<file path="src/rtl/core/pptb_pkg.sv">
// Shared types and constants for the point projection and tile binning block.
// Used by every module under rtl/core; depends on nothing else.
`timescale 1ns / 1ps
`default_nettype none

package pptb_pkg;

  localparam int unsigned COORD_W  = 32;  // Q-format point and coefficient width
  localparam int unsigned SUM_W    = 64;  // exact width of a dot product
  localparam int unsigned CLIP_W   = 48;  // saturated clip value width
  localparam int unsigned NUM_W    = 64;  // pixel numerator width
  localparam int unsigned DEN_W    = 49;  // |2 * w| fits here
  localparam int unsigned QUO_W    = 14;  // rounded pixel plus its carry at the largest image
  localparam int unsigned NUM_REGS = 8;
  localparam int unsigned CFG_W    = 64;
  localparam int unsigned ADDR_W   = 6;   // byte address, 8 bytes per register
  localparam int unsigned NUM_ROWS = 4;

  // Row order inside the datapath.
  localparam int unsigned ROW_X     = 0;
  localparam int unsigned ROW_Y     = 1;
  localparam int unsigned ROW_W     = 2;
  localparam int unsigned ROW_DEPTH = 3;

  localparam logic signed [SUM_W-1:0] CLIP_HI = (SUM_W'(64'sd1) <<< (CLIP_W - 1)) - 1;
  localparam logic signed [SUM_W-1:0] CLIP_LO = -CLIP_HI - 1;

  typedef enum logic [1:0] {
    CULL_NONE      = 2'd0,
    CULL_NEAR      = 2'd1,
    CULL_WZERO     = 2'd2,
    CULL_OFFSCREEN = 2'd3
  } cull_e;

  typedef struct packed {
    logic signed [COORD_W-1:0] point_x;
    logic signed [COORD_W-1:0] point_y;
    logic signed [COORD_W-1:0] point_z;
  } point_t;

  typedef struct packed {
    logic        visible;
    cull_e       cull_reason;
    logic [10:0] tile_index;
    logic [5:0]  tile_column;
    logic [5:0]  tile_row;
  } result_t;

  typedef struct packed {
    logic signed [SUM_W-1:0] depth;
    logic signed [SUM_W-1:0] clip_x;
    logic signed [SUM_W-1:0] clip_y;
    logic signed [SUM_W-1:0] clip_w;
  } dot_sums_t;

  typedef struct packed {
    logic [NUM_W-1:0] num_x;
    logic [NUM_W-1:0] num_y;
    logic [DEN_W-1:0] den;
    logic             bad_x;
    logic             bad_y;
    cull_e            reason;
  } div_in_t;

  typedef struct packed {
    logic [QUO_W-1:0] quo_x;
    logic [QUO_W-1:0] quo_y;
    logic [DEN_W-1:0] rem_x;
    logic [DEN_W-1:0] rem_y;
    logic [DEN_W-1:0] den;
    logic             ovf_x;
    logic             ovf_y;
    cull_e            reason;
  } div_out_t;

  // Clamp an exact sum to the signed clip range.
  function automatic logic signed [CLIP_W-1:0] sat_clip(input logic signed [SUM_W-1:0] v);
    logic signed [SUM_W-1:0] r;
    r = v;
    if (v > CLIP_HI) r = CLIP_HI;
    if (v < CLIP_LO) r = CLIP_LO;
    return CLIP_W'(r);
  endfunction

endpackage

`default_nettype wire

</file>
<file path="src/rtl/core/pptb_prep.sv">
// Three-stage preparation: saturate and early culls, pixel numerators, sign fix.
// Depends on pptb_pkg.
`timescale 1ns / 1ps
`default_nettype none

module pptb_prep #(
  parameter int unsigned IMAGE_WIDTH   = 1280,
  parameter int unsigned IMAGE_HEIGHT  = 720,
  parameter int unsigned FRACTION_BITS = 16
) (
  input  logic                clk_i,
  input  logic                rst_ni,
  input  logic                en_i,
  input  logic                valid_i,
  input  pptb_pkg::dot_sums_t sums_i,
  output logic                valid_o,
  output pptb_pkg::div_in_t   div_o
);
  import pptb_pkg::*;

  localparam int unsigned DW = SUM_W + 3;
  localparam logic signed [DW-1:0]    NEAR_LIM = DW'(64'sd1) <<< FRACTION_BITS;
  localparam logic signed [NUM_W-1:0] SCALE_X  = NUM_W'(IMAGE_WIDTH);
  localparam logic signed [NUM_W-1:0] SCALE_Y  = NUM_W'(IMAGE_HEIGHT);

  // Stage 3
  logic signed [DW-1:0]     depth5;
  logic signed [CLIP_W-1:0] cx_s, cy_s, cw_s;
  cull_e                    reason_d;
  logic signed [CLIP_W:0]   sx_q, sy_q;
  logic signed [CLIP_W-1:0] cw_q;
  cull_e                    r3_q;
  // Stage 4
  logic signed [CLIP_W:0]   d2;
  logic signed [NUM_W-1:0]  nx_q, ny_q;
  logic [DEN_W-1:0]         den4_q;
  logic                     neg_q;
  cull_e                    r4_q;
  // Stage 5
  logic signed [NUM_W-1:0]  nx_f, ny_f;
  div_in_t                  div_q;
  logic [2:0]               v_q;

  always_comb begin
    depth5 = (DW'(sums_i.depth) <<< 2) + DW'(sums_i.depth);
    cx_s   = sat_clip(sums_i.clip_x);
    cy_s   = sat_clip(sums_i.clip_y);
    cw_s   = sat_clip(sums_i.clip_w);
    if (depth5 <= NEAR_LIM) begin
      reason_d = CULL_NEAR;
    end else if (cw_s == '0) begin
      reason_d = CULL_WZERO;
    end else begin
      reason_d = CULL_NONE;
    end
    d2   = (CLIP_W+1)'(cw_q) <<< 1;
    nx_f = neg_q ? -nx_q : nx_q;
    ny_f = neg_q ? -ny_q : ny_q;
  end

  always_ff @(posedge clk_i or negedge rst_ni) begin
    if (!rst_ni) begin
      v_q <= '0;
    end else if (en_i) begin
      v_q <= {v_q[1:0], valid_i};
    end
  end

  always_ff @(posedge clk_i) begin
    if (en_i) begin
      sx_q <= (CLIP_W+1)'(cx_s) + (CLIP_W+1)'(cw_s);
      sy_q <= (CLIP_W+1)'(cy_s) + (CLIP_W+1)'(cw_s);
      cw_q <= cw_s;
      r3_q <= reason_d;

      nx_q   <= NUM_W'(sx_q) * SCALE_X - NUM_W'(cw_q);
      ny_q   <= NUM_W'(sy_q) * SCALE_Y - NUM_W'(cw_q);
      den4_q <= cw_q[CLIP_W-1] ? DEN_W'(-d2) : DEN_W'(d2);
      neg_q  <= cw_q[CLIP_W-1];
      r4_q   <= r3_q;

      div_q.num_x  <= nx_f;
      div_q.num_y  <= ny_f;
      div_q.bad_x  <= nx_f[NUM_W-1];
      div_q.bad_y  <= ny_f[NUM_W-1];
      div_q.den    <= den4_q;
      div_q.reason <= r4_q;
    end
  end

  assign valid_o = v_q[2];
  assign div_o   = div_q;

endmodule

`default_nettype wire

</file>
<file path="config.mk">
export PLATFORM = sky130hd
export DESIGN_NAME = pptb_prep
export DESIGN_NICKNAME = d
export VERILOG_FILES = /design/src/rtl/core/pptb_pkg.sv /design/src/rtl/core/pptb_prep.sv
export SDC_FILE = /design/constraint.sdc
export NUM_CORES = 2
export LEC_CHECK = 0
export BUFFER_PORTS_ARGS = -buffer_cell sky130_fd_sc_hd__clkbuf_2
export CORE_ASPECT_RATIO = 1.1
export CORE_MARGIN = 4
export CORE_UTILIZATION = 66
export CTS_CLUSTER_SIZE = 12
export DETAILED_ROUTE_END_ITERATION = 10
export GPL_TIMING_DRIVEN = 0
export PLACE_DENSITY = 0.88
export SYNTH_ARGS = -nofsm -noshare
export SYNTH_HDL_FRONTEND = slang
export SYNTH_SLANG_ARGS = --single-unit
export TNS_END_PERCENT = 30
</file>
<file path="constraint.sdc">
create_clock -name clk_i -period 14.1 [get_ports clk_i]
set_input_delay 2.115 -clock clk_i [delete_from_list [all_inputs] [get_ports clk_i]]
set_output_delay 2.115 -clock clk_i [all_outputs]
set_load 0.01 [all_outputs]
</file>
==> run_results.csv <==
group,metric,value,unit
status,status,"completed",
global_route,overflow,0,
global_route,grt.total_usage,0.3564,
clock_network,numClockSinks,493,
synthesis,synthDistinctLibCells,81,
min_path,hold_path_class,"reg -> reg",
detailed_routing,wl_per_cell,22.16,um
place,dp_hpwl,104.5,mm
detailed_routing,vias,37860,
global_route,grt_busiest_layer,"met2",
cells_and_area,nFillCells,4502,
place,port_buffers,440,
cells_and_area,drive_gt1_frac,0.1142,
critical_path,cp.buffers_inverters,4,
detailed_routing,vias_per_cell,6.443,
clock_network,cts_buffers,50,
sta,layout_min_cycle_time,8.960,ns
synthesis,yosys_most_used_dff,"edfxtp_1",
floorplan,die_w,253.3,um
place,postPlaceCellArea,47060,um^2
global_route,met1_usage,0.4267,
sta,tns,0,ns
synthesis,synth_edf_count,490,
job,drv_cap,0,
sta,worst_pin_slew,1.415,ns
floorplan,fp.dieH,277.8,um
global_route,grt_util_met2,0.6081,
cells_and_area,fin_cells,5876,
global_route,grt_pass1_wl,197.3,mm
sta,slew_viol_final,0,
clock_network,post-cts-setup-buffer-count,0,
synthesis,ys_ff_latch,493,
sta,fmax,111.6,MHz
clock_network,htreeDepth,2,
global_route,first_global_vias,37080,
clock_network,clockRootBuffer,"clkbuf_16",
floorplan,io_pins,442,
critical_path,cp.required,14.44,ns
place,finalWeightedCongestion,1.001,
synthesis,ys_top_cells_by_area,"edfxtp_1, ha_1, xnor2_1",
detailed_routing,postRouteAntennaNets,0,
sta,final.period_utilization,0.6354,
critical_path,path_class,"in -> reg",
critical_path,cp_max_fo,10,
clock_network,path_clk_slew,0.06,ns
critical_path,start_kind,"input pin",
global_route,grtUsageMet3,0.06479,
critical_path,path_cells,"clkbuf_2 > nor4_1 > nand4_1 > nor4_1 > nor2_1 > clkbuf_1 > clkbuf_1 > o21ai_0 > inv_1 > ha_1 > a211oi_1 > o21ai_0 > a311oi_1 > a31oi_1 > a41oi_1 > o21ai_0 > and2_1 > a311oi_1 > a21oi_1 > a311o_1 > a21oi_1 > o21ai_0 > xor2_1",
synthesis,yosys.area.top_type_share,0.3369,
sta,fin_skew,0.02540,ns
detailed_routing,drt_iter0_markers,3483,
synthesis,yosys_warnings,0,
sta,relSlewSlack,0.05587,
critical_path,arrival,9.30,ns
clock_network,cts_buffer_depth,3,
global_route,grt_antenna_before_repair,11,
synthesis,syn_inst,4496,
synthesis,avgSynthCellArea,9.715,um^2
critical_path,critPathCaptureType,"flop",
cells_and_area,fin_nets,5866,
synthesis,syn_nets,5370,
sta,timing.final.setup_violations,0,
place,dp.cells,5790,
critical_path,r2r_slack,5.21,ns
floorplan,initial_core_util,0.6696,
floorplan,rows,98,
clock_network,cts_tree,"done",
floorplan,die-area,70360,um^2
critical_path,cp_top_family,"compound AO/OA/AOI/OAI gates",
cells_and_area,final_core_util,0.7449,
clock_network,hold_buffers,0,
cells_and_area,syn2layout_area_growth,11.25,%
synthesis,synthArstFlopShare,0.006085,
critical_path,slowest_delay,0.70,ns
sta,hold_viol_final,0,
critical_path,critPathSlowestCell,"o21ai_0",
synthesis,synthesis.area,43680,um^2
cells_and_area,postLayoutCellArea,48590,um^2
detailed_routing,drc,0,
clock_network,cts-resized-gates,0,
synthesis,seq_area_frac_synth,0.3386,
clock_network,clk_latency,0.60,ns
detailed_routing,drt-total-wl,130.2,mm
floorplan,core_area,65230,um^2
global_route,grt_max_degree,132,
synthesis,yosysTopAreaCell,"edfxtp_1",
critical_path,path_common_cell,"o21ai_0",
detailed_routing,first_pass_iters,6,
sta,rsz0062_at_grt,"false",
## registers in the layout, summed over array words and instances (netlist names), 3 cells and up
signal	cells
sx_q	49
nx_q	62
sy_q	49
ny_q	57
div_o	173
v_q	3
den4_q	47
cw_q	48
## worst reg2reg max path, delay by kind of cell (launching register included)
| kind | cells | cell delay [ns] |
|---|---|---|
| fa+ha+maj | 6 | 2.46 |
| simple gates | 3 | 1.06 |
| buf+inv | 2 | 0.12 |
| compound gates | 16 | 4.23 |
| xor+xnor | 2 | 0.25 |
| flops | 1 | 0.54 |
## Yosys cell counts, drive strengths merged (62+ instances only)
library cell,n
o21ai,249
edfxtp,490
clkbuf,95
fa,98
xnor2,379
nor3,62
nand2b,63
ha,516
xor2,103
a21o,192
nor2,221
a21oi,376
nand2,248
inv,391
nand4,74
o21a,187
nand3,68
## cell families after synthesis
kind of cell             count (synthesis)  share of synthesized area
flip-flops                             493                     0.3386
buffers and inverters                  502                    0.04400
AND/OR/NAND/NOR                       1020                     0.1198
AO/OA/AOI/OAI                         1367                     0.2040
multiplexers                            17                   0.004097
adder cells (fa/ha/maj)                614                     0.1927
XOR/XNOR                               482                    0.09665
other                                    1                 0.00008586
## worst paths after layout
| kind | to | startpoint | depth (start not counted) |
|---|---|---|---|
| worst max-delay path | sx_q[47] | sums_i[63] | 23 |
| worst min-delay path | div_o[20] | den4_q[16] | 0 |
| worst max register to register | ny_q[59] | sy_q[5] | 29 |
| worst min register to register | div_o[20] | den4_q[16] | 0 |
| max in group asynchronous | v_q[1] | rst_ni | 1 |
| min in group asynchronous | v_q[0] | rst_ni | 1 |
## through the flow
step / setup WS, ns / hold slack [ns]
after global routing: 4.674 / 0.4215
after CTS: 5.231 / 0.4161
final: 5.140 / 0.4164
after global placement: 2.751 / 0.4008
after floorplan: 6.922 / 0.4003
after detailed placement: 4.615 / 0.4045
## per-layer routing
layer,routed length [um],share of wire
met5,94,0.00072
met4,8008,0.061
met3,11650,0.089
met2,62230,0.48
met1,48240,0.37
## cells in the final DEF (no fill, tap or decap), types with 32 or more instances in the layout
master,instances
edfxtp_1,490
a31oi_1,37
o31ai_1,55
a21o_1,192
nand4_1,74
or4_1,39
xor2_1,103
xnor2_1,379
o21bai_1,45
fa_1,98
nor2_1,221
inv_1,391
or3_1,32
o21a_1,187
o41ai_1,32
nor3_1,62
o21ai_0,249
clkbuf_16,51
nand2_1,248
and3_1,42
ha_1,516
a21oi_1,376
clkbuf_2,439
nand3_1,68
nor2b_1,40
clkbuf_1,110
nand2b_1,62
nor4_1,39
## area by class of cell
type | count | area [um^2] | share of cell area
sequential | 493 | 14790 | 0.3044
antenna | 8 | 20.02 | 0.0004120
clock buffer | 67 | 1346 | 0.02771
multi-input combinational | 3501 | 26970 | 0.5550
buffer | 111 | 454.2 | 0.009347
inverter | 391 | 1468 | 0.03020
tap | 850 | 1064 | 0.02189
clock inverter | 11 | 161.4 | 0.003322
timing repair buffer | 444 | 2321 | 0.04777
Power is left out: the tool's default activity adds up to more than one toggle a clock period on the data nets, which glitch-free logic cannot reach.
