[config.mk]
export PLATFORM = sky130hd
export DESIGN_NAME = pptb_tile
export DESIGN_NICKNAME = d
export VERILOG_FILES = /design/src/rtl/core/pptb_pkg.sv /design/src/rtl/core/pptb_tile.sv
export SDC_FILE = /design/constraint.sdc
export NUM_CORES = 1
export LEC_CHECK = 0
export BUFFER_PORTS_ARGS = -buffer_cell sky130_fd_sc_hd__buf_4
export CORE_UTILIZATION = 60
export CTS_CLUSTER_DIAMETER = 120
export DETAILED_ROUTE_END_ITERATION = 16
export HOLD_SLACK_MARGIN = 0.15
export PLACE_DENSITY_LB_ADDON = 0.2
export SYNTH_ARGS = -nofsm -noshare
export SYNTH_HDL_FRONTEND = slang
export SYNTH_SLANG_ARGS = --single-unit
[constraint.sdc]
create_clock -name clk_i -period 13.15 [get_ports clk_i]
set_clock_uncertainty 0.05 [all_clocks]
set_input_delay 1.9725 -clock clk_i [delete_from_list [all_inputs] [get_ports clk_i]]
set_output_delay 1.9725 -clock clk_i [all_outputs]
set_load 0.02 [all_outputs]
[src/rtl/core/pptb_pkg.sv]
// Shared types and constants for the point projection and tile binning block.
// Used by every module under rtl/core; depends on nothing else.
`timescale 1ns / 1ps
`default_nettype none

package pptb_pkg;

  localparam int unsigned COORD_W  = 32;  // Q-format point and coefficient width
  localparam int unsigned SUM_W    = 64;  // exact width of a dot product
  localparam int unsigned CLIP_W   = 48;  // saturated clip value width
  localparam int unsigned NUM_W    = 64;  // pixel numerator width
  localparam int unsigned DEN_W    = 49;  // |2 * w| fits here
  localparam int unsigned QUO_W    = 14;  // rounded pixel plus its carry at the largest image
  localparam int unsigned NUM_REGS = 8;
  localparam int unsigned CFG_W    = 64;
  localparam int unsigned ADDR_W   = 6;   // byte address, 8 bytes per register
  localparam int unsigned NUM_ROWS = 4;

  // Row order inside the datapath.
  localparam int unsigned ROW_X     = 0;
  localparam int unsigned ROW_Y     = 1;
  localparam int unsigned ROW_W     = 2;
  localparam int unsigned ROW_DEPTH = 3;

  localparam logic signed [SUM_W-1:0] CLIP_HI = (SUM_W'(64'sd1) <<< (CLIP_W - 1)) - 1;
  localparam logic signed [SUM_W-1:0] CLIP_LO = -CLIP_HI - 1;

  typedef enum logic [1:0] {
    CULL_NONE      = 2'd0,
    CULL_NEAR      = 2'd1,
    CULL_WZERO     = 2'd2,
    CULL_OFFSCREEN = 2'd3
  } cull_e;

  typedef struct packed {
    logic signed [COORD_W-1:0] point_x;
    logic signed [COORD_W-1:0] point_y;
    logic signed [COORD_W-1:0] point_z;
  } point_t;

  typedef struct packed {
    logic        visible;
    cull_e       cull_reason;
    logic [10:0] tile_index;
    logic [5:0]  tile_column;
    logic [5:0]  tile_row;
  } result_t;

  typedef struct packed {
    logic signed [SUM_W-1:0] depth;
    logic signed [SUM_W-1:0] clip_x;
    logic signed [SUM_W-1:0] clip_y;
    logic signed [SUM_W-1:0] clip_w;
  } dot_sums_t;

  typedef struct packed {
    logic [NUM_W-1:0] num_x;
    logic [NUM_W-1:0] num_y;
    logic [DEN_W-1:0] den;
    logic             bad_x;
    logic             bad_y;
    cull_e            reason;
  } div_in_t;

  typedef struct packed {
    logic [QUO_W-1:0] quo_x;
    logic [QUO_W-1:0] quo_y;
    logic [DEN_W-1:0] rem_x;
    logic [DEN_W-1:0] rem_y;
    logic [DEN_W-1:0] den;
    logic             ovf_x;
    logic             ovf_y;
    cull_e            reason;
  } div_out_t;

  // Clamp an exact sum to the signed clip range.
  function automatic logic signed [CLIP_W-1:0] sat_clip(input logic signed [SUM_W-1:0] v);
    logic signed [SUM_W-1:0] r;
    r = v;
    if (v > CLIP_HI) r = CLIP_HI;
    if (v < CLIP_LO) r = CLIP_LO;
    return CLIP_W'(r);
  endfunction

endpackage

`default_nettype wire

[src/rtl/core/pptb_tile.sv]
// Three-stage back end: round half-to-even and edge test, tile column and row by
// reciprocal multiply, tile index into the output register. Depends on pptb_pkg.
`timescale 1ns / 1ps
`default_nettype none

module pptb_tile #(
  parameter int unsigned IMAGE_WIDTH  = 1280,
  parameter int unsigned IMAGE_HEIGHT = 720,
  parameter int unsigned TILE_WIDTH   = 32,
  parameter int unsigned TILE_HEIGHT  = 20
) (
  input  logic               clk_i,
  input  logic               rst_ni,
  input  logic               en_i,
  input  logic               valid_i,
  input  pptb_pkg::div_out_t div_i,
  output logic               valid_o,
  output pptb_pkg::result_t  result_o
);
  import pptb_pkg::*;

  localparam int unsigned RECIP_SH     = 24;
  localparam int unsigned PW           = QUO_W + RECIP_SH + 1;
  localparam logic [RECIP_SH:0] RECIP_X = (RECIP_SH+1)'((64'd1 << RECIP_SH) / TILE_WIDTH + 1);
  localparam logic [RECIP_SH:0] RECIP_Y = (RECIP_SH+1)'((64'd1 << RECIP_SH) / TILE_HEIGHT + 1);
  localparam int unsigned GRID_COLS    = (IMAGE_WIDTH + TILE_WIDTH - 1) / TILE_WIDTH;
  localparam logic [QUO_W-1:0] LIM_X   = QUO_W'(IMAGE_WIDTH);
  localparam logic [QUO_W-1:0] LIM_Y   = QUO_W'(IMAGE_HEIGHT);
  localparam logic [QUO_W-1:0] ACROSS  = QUO_W'(GRID_COLS);

  logic             up_x, up_y;
  logic [QUO_W-1:0] px_d, py_d, px_q, py_q;
  cull_e            rr_d, rr_q, rt_q;
  logic [PW-1:0]    prod_x, prod_y;
  logic [QUO_W-1:0] col_q, row_q;
  logic [2*QUO_W-1:0] idx_full;
  result_t          res_q;
  logic [2:0]       v_q;

  always_comb begin
    up_x = ({div_i.rem_x, 1'b0} > {1'b0, div_i.den}) ||
           (({div_i.rem_x, 1'b0} == {1'b0, div_i.den}) && div_i.quo_x[0]);
    up_y = ({div_i.rem_y, 1'b0} > {1'b0, div_i.den}) ||
           (({div_i.rem_y, 1'b0} == {1'b0, div_i.den}) && div_i.quo_y[0]);
    px_d = div_i.quo_x + QUO_W'(up_x);
    py_d = div_i.quo_y + QUO_W'(up_y);
    rr_d = div_i.reason;
    // A pixel that rounds onto the edge is off screen as well.
    if (div_i.reason == CULL_NONE &&
        (div_i.ovf_x || div_i.ovf_y || px_d >= LIM_X || py_d >= LIM_Y)) begin
      rr_d = CULL_OFFSCREEN;
    end
    prod_x   = PW'(px_q) * PW'(RECIP_X);
    prod_y   = PW'(py_q) * PW'(RECIP_Y);
    idx_full = (2*QUO_W)'(row_q) * (2*QUO_W)'(ACROSS) + (2*QUO_W)'(col_q);
  end

  always_ff @(posedge clk_i or negedge rst_ni) begin
    if (!rst_ni) begin
      v_q <= '0;
    end else if (en_i) begin
      v_q <= {v_q[1:0], valid_i};
    end
  end

  always_ff @(posedge clk_i) begin
    if (en_i) begin
      px_q <= px_d;
      py_q <= py_d;
      rr_q <= rr_d;

      col_q <= QUO_W'(prod_x >> RECIP_SH);
      row_q <= QUO_W'(prod_y >> RECIP_SH);
      rt_q  <= rr_q;

      res_q.cull_reason <= rt_q;
      if (rt_q == CULL_NONE) begin
        res_q.visible     <= 1'b1;
        res_q.tile_index  <= idx_full[10:0];
        res_q.tile_column <= col_q[5:0];
        res_q.tile_row    <= row_q[5:0];
      end else begin
        res_q.visible     <= 1'b0;
        res_q.tile_index  <= '0;
        res_q.tile_column <= '0;
        res_q.tile_row    <= '0;
      end
    end
  end

  assign valid_o  = v_q[2];
  assign result_o = res_q;

endmodule

`default_nettype wire

==> flow_summary.toml, run 1 <==
[route]
wl_um = 22100
dr.pass1.iters = 6
avgRoutedWirePerCell_um = 16.6
post-route-drc-count = 0
routed_via_density = 5.60
num_vias = 7464
drtIter0Drc = 409
ant_nets = 0

[worst_setup_path]
crit_required_ns = 13.16
cp.depth = 19
cp-end-kind = "flip-flop"
arrival_ns = 5.96
ff2ff_path_depth = 19
path_delay_family = "adder cells"
start_kind = "flip-flop"
crit_fanout = 6
crit_chain = "inv_1 -> ha_1 -> inv_1 -> ha_1 -> a21o_1 -> fa_1 -> inv_1 -> fa_1 -> fa_1 -> inv_1 -> ha_1 -> ha_1 -> nand2_1 -> nor4b_1 -> a2111oi_0 -> buf_4 -> nand2_1 -> o41ai_1 -> xnor2_1"
crit_buf_inv = 5
criticalPathCategory = "reg -> reg"
crit_slowest_cell = "fa_1"
critical_path.max_stage_delay_ns = 0.64

[global_routing]
grt_use_met2_pct = 53.5
antenna_found_initial = 0
grt_pass1_wl_um = 35500
grt_max_degree = 71
grt_util_met3_pct = 6.33
grt_pass1_vias = 7872
grt_busiest_layer = "met2"
gr-total-overflow = 0
use_met1_pct = 30.6
track_usage_pct = 28.5

[final_layout]
layout-area-overhead-vs-synth_pct = 21.9
fin_nets = 1601
layout_commonest_cell = "ha_1"
instances_no_fill = 1332
diodes = 0
final_cell_mix = "ha_1 (217), buf_4 (210), inv_1 (174)"
drive_gt1_share_pct = 20.9

[synth]
synth_area_leader_cell = "ha_1"
synth_edf_count = 67
synth_ff_type = "edfxtp_1"
syn_area_per_cell_um2 = 9.99
async_reset_ff_share_pct = 4.29
syn_area_um2 = 9260
synthDistinctLibCells = 59
synth_top_area_share_pct = 29.3
ys_warn_count = 0
ys_ff_latch = 70
synth.area.top_cells = "ha_1 (29%), edfxtp_1 (22%), fa_1 (13%)"
syn_inst = 927
synth_nets = 1389
ys_seq_area_share_pct = 22.5

[floorplanning]
core_um2 = 15100
num_rows = 45
die_h_um = 126
ioPinCount = 210
die-area_um2 = 15900
start_util_pct = 61.1
die_x_um = 126

[run]
cap_violations = 0

[clocking]
holdBufCountCts = 0
cts_tree = "built"
htreeDepth = 3
clockRootBuffer = "clkbuf_16"
path_clk_slew_ns = 0.05
clk_latency_ns = 0.33
ctsResizeCount = 0
cts_setup_buffers = 0
clockBufferDepth = 2
clock_sinks = 70
cts_buffers = 9

[timing]
hold_viol = 0
relSlewSlack_pct = 43.6
fin_setup_tns_ns = 0
min_period_over_period_pct = 45.3
hold_ws_ns = 0.368
fmax_ghz = 0.168
tightestPinTransition_ns = 0.847
min_period_ns = 5.95
setup-violations-final = 0
rsz0062_at_grt = "no"
maxSlewViolCount = 0
fin_ws_ns = 7.20

[pwr]
p_leak_uw = 0.00584
ir_drop_v = 0.000239
p_per_area_nw_per_um2 = 235
total_power_uw = 2650

[placement]
dpl.hpwl_um = 19400
gp_congestion = 0.909
pre_cts_ws_ns = 6.96
dp_cells = 1316
port_buffers = 209

[run_status]
status = "finished, final reports clean"

[hold_path]
hold_class = "reg -> reg"
holdPathStages = 0
==> report_power, final <==
part           switching, uW  internal [uW]  leakage (uW)  total (uW)
logic                   1180            902       0.00501        2090
clock network           88.9            127      0.000132         216
registers               24.4            322      0.000699         346
total                   1300           1350       0.00584        2650
==> cell type report <==
| type | instances | area (um^2) |
|---|---|---|
| flip-flops and latches | 70 | 2090 |
| fillers | 1077 | 3860 |
| clock buffers | 10 | 229 |
| repair buffers | 210 | 1580 |
| well taps | 188 | 235 |
| clock inverters | 6 | 40.0 |
| multi-input cells | 674 | 6460 |
| inverters | 174 | 653 |
==> state kept, by name, summed over array words and instances, names as in the netlist <==
name	cells
row_q	8
rr_q	2
py_q	14
result_o	23
col_q	9
px_q	9
v_q	3
rt_q	2
==> cell families after synthesis <==
| family | Yosys count | synth area share [%] |
|---|---|---|
| muxes | 4 | 0.473 |
| and+or+nand+nor | 192 | 11.4 |
| AOI/OAI and AO/OA | 154 | 11.0 |
| adders and majority gates | 279 | 42.7 |
| buffers and inverters | 183 | 7.62 |
| DFF | 70 | 22.5 |
| xor gates and xnor gates | 45 | 4.26 |
==> metrics by stage <==
stage | area [um^2] | utilization [%]
2_1_floorplan | 9260 | -
3_3_place_gp | 11000 | 72.7
3_5_place_dp | 11000 | 72.7
4_1_cts | 11300 | 74.5
5_1_grt | 11300 | 74.5
6_report | 11300 | 74.5
==> routing by layer <==
metal | part of all wire, % | wire (um)
met1 | 38 | 8410
met2 | 53 | 11600
met3 | 5.6 | 1230
met4 | 3.7 | 824
met5 | 0 | 0
==> final timing paths <==
path | from | end | slack (ns)
min in group asynchronous | rst_ni | v_q[0] | 1.37
hold / removal | px_q[7] | col_q[2] | 0.37
max in group asynchronous | rst_ni | v_q[2] | 11.59
hold reg to reg | px_q[7] | col_q[2] | 0.37
setup / recovery | py_q[12] | row_q[4] | 7.20
setup reg to reg | py_q[12] | row_q[4] | 7.20
==> synthesized netlist by cell type (5+ instances only) <==
library cell and instances:
fa_1 62, nor3_1 17, xor2_1 16, nor2_1 29, xnor2_1 29, and2_1 12
nand2_1 31, nand3_1 31, and3_1 7, buf_4 5, ha_1 217, inv_1 174
a21o_1 35, a21oi_1 52, o21ai_0 19, edfxtp_1 67, a211oi_1 5, nand4_1 26
nor2b_1 8
No activity file was read; power rests on OpenSTA's default activity.
==> run 2, diff against run 1 <==
Settings changed: CORE_UTILIZATION 60 to 57.
Clock period 13.15 ns to 6.19 ns, I/O delays scaled along.
==> flow_summary.toml, run 2 (synthesized netlist as in run 1, its figures left out) <==
[global_routing]
grt_max_degree = 71
track_usage_pct = 27.8
gr-total-overflow = 0
grt_pass1_wl_um = 35900
grt_pass1_vias = 7740
antenna_found_initial = 0

[route]
num_vias = 7404
routed_via_density = 5.44
post-route-drc-count = 0
avgRoutedWirePerCell_um = 16.5
drtIter0Drc = 265
wl_um = 22400
ant_nets = 0
dr.pass1.iters = 5

[pwr]
p_per_area_nw_per_um2 = 509
p_leak_uw = 0.00587
total_power_uw = 5790
ir_drop_v = 0.000392

[timing]
relSlewSlack_pct = 43.6
rsz0062_at_grt = "no"
fmax_ghz = 0.176
min_period_ns = 5.69
maxSlewViolCount = 0
fin_setup_tns_ns = 0
hold_viol = 0
setup-violations-final = 0
tightestPinTransition_ns = 0.845
min_period_over_period_pct = 91.9

[worst_setup_path]
cp_common_cell = "inv_1"
crit_slowest_cell = "fa_1"
start_kind = "flip-flop"
r2r-start = "py_q[12]"
r2r_slack_ns = 0.50
criticalPathCategory = "reg -> reg"
crit_chain = "inv_1 -> ha_1 -> inv_1 -> ha_1 -> xor2_1 -> fa_1 -> inv_1 -> fa_1 -> inv_1 -> fa_1 -> inv_1 -> fa_1 -> inv_1 -> ha_1 -> a21oi_1 -> nor2b_1 -> o311ai_1 -> nand3_1 -> o41ai_1 -> xnor2_1"
crit_fanout = 5
arrival_ns = 5.71
ff2ff_path_depth = 20
timing.rr.end = "row_q[7]"
critical_path.max_stage_delay_ns = 0.54
cp-end-kind = "flip-flop"
crit_required_ns = 6.21

[final_layout]
nFillCells = 1213
layout-area-overhead-vs-synth_pct = 22.9
diodes = 0
drive_gt1_share_pct = 21.0
fin_area_um2 = 11400
multi_input_area_um2 = 6460
layout_commonest_cell = "ha_1"
instances_no_fill = 1360
fin_nets = 1601
regArea_um2 = 2090
final_cell_mix = "ha_1 (217), buf_4 (210), inv_1 (174)"
largest_reg_flops = 23

[floorplanning]
core_um2 = 15900
ioPinCount = 210
start_util_pct = 58.3
die_x_um = 129
num_rows = 46
die-area_um2 = 16800
die_h_um = 129

[placement]
port_buffers = 209
placed_area_um2 = 11100
gp_congestion = 0.918
dp_cells = 1344
dpl.hpwl_um = 19500

[clocking]
holdBufCountCts = 0
cts_tree = "built"
htreeDepth = 3
path_clk_slew_ns = 0.06
ctsResizeCount = 0
clock_sinks = 70
clockRootBuffer = "clkbuf_16"
clk_latency_ns = 0.33
clockBufferDepth = 2
cts_buffers = 9
cts_setup_buffers = 0

[hold_path]
hold_class = "in -> async"

[run]
cap_violations = 0

[run_status]
status = "finished, final reports clean"
-- run 2: worst max-delay path, delay by kind of cell, from the launching register on --
kind / cells / cell delay (ns)
xor gates and xnor gates: 2 / 0.35
buffers and inverters: 6 / 0.31
and+or+nand+nor: 2 / 0.27
AOI/OAI and AO/OA: 3 / 1.05
adders and majority gates: 7 / 2.99
DFF: 1 / 0.40
-- run 2: worst max-delay path by stage --
stage | end | startpoint | slack (ns)
6_report | row_q[7] | py_q[12] | 0.50
5_1_grt | row_q[4] | py_q[12] | 0.11
3_3_place_gp | row_q[3] | py_q[12] | 0.57
4_1_cts | row_q[7] | py_q[12] | 0.51
2_1_floorplan | row_q[3] | py_q[12] | 0.70
3_5_place_dp | row_q[7] | py_q[12] | 0.48
-- run 2: through the flow --
stage               hold slack (ns)  setup WS, ns  utilization [%]
floorplan                     0.350         0.703                -
global placement              0.350         0.568             69.6
detailed placement            0.355         0.482             69.6
CTS                           0.314         0.508             71.7
global route                  0.314         0.108             71.7
finish                        0.320         0.500             71.7
-- run 2: routing by layer --
layer  vias up  global-route usage, %  wire (um)
met5         -                      0          0
met4         0                   10.6        718
met3        43                   6.07       1260
met2       228                   52.8      11800
met1      3443                   30.0       8610
li1       3690                      -          -
-- run 2: report_power, final --
part,internal (uW),switching [uW]
sequential,684,53.6
clock,359,209
combinational,1930,2560
-- run 2: cell type report --
| class | count | share of cell area, % |
|---|---|---|
| repair buffers | 210 | 13.9 |
| clock inverters | 7 | 0.923 |
| flip-flops and latches | 70 | 18.3 |
| multi-input cells | 674 | 56.8 |
| inverters | 174 | 5.74 |
| well taps | 216 | 2.37 |
| clock buffers | 9 | 1.98 |
